===== src/sadbm_pkg.sv =====
// Shared types and constants for the SAD block-matching search.
package sadbm_pkg;

	// block and window geometry
	localparam int BLOCK_SIZE = 16;
	localparam int H_SPAN     = 64;
	localparam int V_SPAN     = 340;

	localparam int DX_ORIGIN = -32;
	localparam int DY_ORIGIN = -40;

	localparam logic [1:0] REG_MIN_DX = 2'd0;
	localparam logic [1:0] REG_MAX_DX = 2'd1;
	localparam logic [1:0] REG_MIN_DY = 2'd2;
	localparam logic [1:0] REG_MAX_DY = 2'd3;

	// one loaded item as it travels from the front end to the search engine
	typedef struct packed {
		logic       action;
		logic [7:0] pixel;
		logic       last;
	} sadbm_item_t;

	// search result
	typedef struct packed {
		logic signed [6:0] best_dx;
		logic signed [9:0] best_dy;
		logic [15:0]       best_sad;
		logic              empty_range;
	} sadbm_result_t;

endpackage


===== src/sadbm_front.sv =====
// Front end: accepts input transfers and buffers them in a short queue.
module sadbm_front
	import sadbm_pkg::*;
(
	input  logic        clk,
	input  logic        arst_n,
	input  logic        in_valid,
	output logic        in_stall,
	input  sadbm_item_t in_item,
	output logic        q_valid,
	input  logic        q_take,
	output sadbm_item_t q_item
);

	sadbm_item_t fifo_q [4];
	logic [1:0]  wr_q, rd_q;
	logic [2:0]  cnt_q;
	logic        push;

	assign in_stall = (cnt_q == 3'd4);
	assign push     = in_valid && !in_stall;
	assign q_valid  = (cnt_q != 3'd0);
	assign q_item   = fifo_q[rd_q];

	// payload storage
	always_ff @(posedge clk) begin
		if (push) fifo_q[wr_q] <= in_item;
	end

	// pointers and fill count
	always_ff @(posedge clk or negedge arst_n) begin
		if (!arst_n) begin
			wr_q  <= '0;
			rd_q  <= '0;
			cnt_q <= '0;
		end else begin
			if (push) wr_q <= wr_q + 2'd1;
			if (q_take) rd_q <= rd_q + 2'd1;
			cnt_q <= cnt_q + {2'b0, push} - {2'b0, q_take};
		end
	end

	a_no_overflow: assert property (@(posedge clk) disable iff (!arst_n)
		cnt_q <= 3'd4) else $error("queue overflow");
	a_no_underflow: assert property (@(posedge clk) disable iff (!arst_n)
		q_take |-> q_valid) else $error("queue read while empty");
	a_count_step: assert property (@(posedge clk) disable iff (!arst_n)
		(push && !q_take) |=> cnt_q == $past(cnt_q) + 3'd1)
		else $error("fill count mismatch");

endmodule


===== config.mk =====
export PLATFORM = sky130hd
export DESIGN_NAME = sadbm_front
export DESIGN_NICKNAME = d
export VERILOG_FILES = /design/src/sadbm_pkg.sv /design/src/sadbm_front.sv
export SDC_FILE = /design/constraint.sdc
export NUM_CORES = 1
export LEC_CHECK = 0
export BUFFER_PORTS_ARGS = -buffer_cell sky130_fd_sc_hd__buf_4
export CORE_MARGIN = 1
export CORE_UTILIZATION = 25
export CTS_CLUSTER_SIZE = 16
export DETAILED_ROUTE_END_ITERATION = 16
export GPL_ROUTABILITY_DRIVEN = 0
export RECOVER_POWER = 100
export SYNTH_ARGS = -nofsm -noshare
export SYNTH_HDL_FRONTEND = slang
export SYNTH_SLANG_ARGS = --single-unit

===== constraint.sdc =====
create_clock -name clk -period 1.8 [get_ports clk]
set_input_delay 0.27 -clock clk [delete_from_list [all_inputs] [get_ports clk]]
set_output_delay 0.27 -clock clk [all_outputs]
set_load 0.02 [all_outputs]

==> results.toml <==
[floorplan]
die_w_um = 89.54
core_region_area_mm2 = 0.007331
ios = 26
die_y_um = 89.54
start_util = 0.2613
fp.dieArea_mm2 = 0.008017
rows = 31

[worst_setup_path]
criticalPathCategory = "flip-flop to primary output"
crit_top_cell = "buf_6"
worstPathMaxFanout = 5
worstPathCellList = "buf_6 -> mux4_2 -> buf_6"
critPathSlowestCell = "mux4_2"
critPathLaunchType = "flip-flop"
endpoint_kind = "primary output"
worst-endpoint-required_ns = 1.53
cp.arrival_ns = 1.55
max_stage_delay_ns = 0.51

[outcome]
outcome = "finished, violations left"
violations = "negative setup slack"

[synthesis]
ys_ff_latch = 47
seq_area_frac_synth = 0.7185
synth_compound_area_frac = 0.01176
synth_edf_count = 40
ys_warn_count = 0
avgSynthCellArea_um2 = 20.38
synth-xor-area-share = 0.01829
synthFlopType = "edfxtp_1"
synthSimpleGateAreaFrac = 0.06858
async_flop_share = 0.1489
syn_nets = 114
synth_top_area_share = 0.6270
synth_top_family_by_area = "multiplexers"
synthCells = 94
synth_cell_types = 18
synth_largest_area_cell = "edfxtp_1"
synth.area.top_cells = "edfxtp_1 (63%), mux4_2 (9.4%), dfrtp_1 (9.1%)"
yosys.area_share.adder = 0.04311
syn_area_mm2 = 0.001916
muxShareOfSynthArea = 0.1215

[clocking]
clock_path_buffers = 2
htreeDepth = 2
cts_tree = "done"
clk_transition_reported_paths_ns = 0.08
clk_latency_ns = 0.30
root_buffer = "clkbuf_8"
cts_buffers = 5
cts_sinks = 47

[pwr]
power_density_mw_per_mm2 = 1655
power_leakage_nw = 0.8640
peakVddDrop_mv = 0.3926
p_total_mw = 4.040

[layout]
nets = 161
fin_cells = 241
mostFrequentLayoutCells = "edfxtp_1 (40), clkbuf_1 (14), buf_4 (12), buf_6 (10), mux4_2 (8)"
diodes = 0
drive_gt1_frac = 0.3380
final_common_cell = "edfxtp_1"
syn_to_final_growth_pct = 27.43

[timing]
hold_viol_final = 0
drv_slew = 0
timing.hold.ws_ns = 0.1651
worst_pin_slew_ns = 0.3935
setup_ws_ns = -0.02325
period_minus_slack_ns = 1.823
max_freq_mhz = 548.5
rsz0062_at_grt = "yes"
slew_headroom = 0.7377
setup_viol = 8
skew_ns = 0.008350
min_period_over_period = 1.013

[grt]
grt_pass1_wl_um = 5119
grtUsageTotal = 0.09252
antenna_found_initial = 0
grt_pass1_vias = 1100
grt-ovfl-total = 0
grt_max_degree = 17

[drt]
drc = 0
vias = 993
wl_per_cell_um = 13.30
via_per_inst = 4.120
wl_um = 3205
drt_iter0_markers = 24
drtPass1Iterations = 2
postRouteAntennaNets = 0

[place]
place_inst = 229
dpl.hpwl_um = 2372
placement.setup.worst_slack_ns = -0.02578
place.port_buffers = 25

[min_path]
hold_path.class = "primary input to flip-flop"

[job]
maxCapViolations = 0
[critical path: cells and delay by family, from the launching register on]
family                 cells  cell delay (ns)
buffers and inverters      2             0.31
flip-flops                 1             0.43
multiplexers               1             0.51
[report_power, final]
group	switching, mW	internal (mW)
combinational	0.793	0.887
clock	0.346	0.418
sequential	0.129	1.47
[timing repair]
item,in CTS,in global routing
buffers inserted,3,0
gates resized for setup,14,1
endpoints found under the setup margin,11,11
hold buffers,1,0
endpoints found under the hold margin,7,0
pin swaps,5,1
[final cells by class]
cell class,count,area (um^2)
timing repair buffer,42,290.3
fill,701,4890
inverter,5,18.77
clock inverter,3,46.29
tap,99,123.9
clock buffer,5,68.82
sequential,47,1379
multi-input combinational,40,514.2
[logic make-up after synthesis]
group,count (synthesis)
and+or+nand+nor,17
AOI/OAI and AO/OA,3
adders and majority gates,6
xor gates and xnor gates,4
buffers and inverters,7
muxes,10
DFF,47
[state kept, by name, summed over array words and instances, names as in the netlist]
name and count:
fifo_q 40, cnt_q 3, rd_q 2, wr_q 2
[path summary, 6_finish.rpt]
check / from / end / slack (ns) / cells after the start
setup / recovery: rd_q[0] / q_item[2] / -0.02 / 3
hold reg to reg: rd_q[1] / rd_q[1] / 0.60 / 2
max in group asynchronous: arst_n / cnt_q[0] / 1.11 / 2
hold / removal: q_take / rd_q[0] / 0.17 / 2
min in group asynchronous: arst_n / cnt_q[2] / 0.39 / 2
setup reg to reg: cnt_q[0] / cnt_q[2] / 0.07 / 7
[metal layers]
layer  track usage  share of wire  vias up
met2        0.1728           0.54       23
met4       0.06494          0.030        0
met5             0              0        -
met1       0.08716           0.39      497
met3       0.02493          0.035        9
li1              -              -      464
[stage by stage]
step,instance area (um^2),setup TNS [ns],utilization
floorplan,1916,-1.757,-
global placement,2308,0,0.3149
detailed placement,2308,-0.02578,0.3149
CTS,2501,-0.3504,0.3412
global route,2441,-0.7792,0.3330
finish,2441,-0.1254,0.3330
[synth_stat cells, types with 2 or more instances]
cell,instances
edfxtp_1,40
mux4_2,8
dfrtp_1,7
ha_1,5
inv_1,5
nand2b_1,5
nor3b_1,4
nand2_1,3
nand4bb_1,3
o211ai_1,3
xnor2_1,3
mux4_1,2
Power figures use the tool's default switching activity.
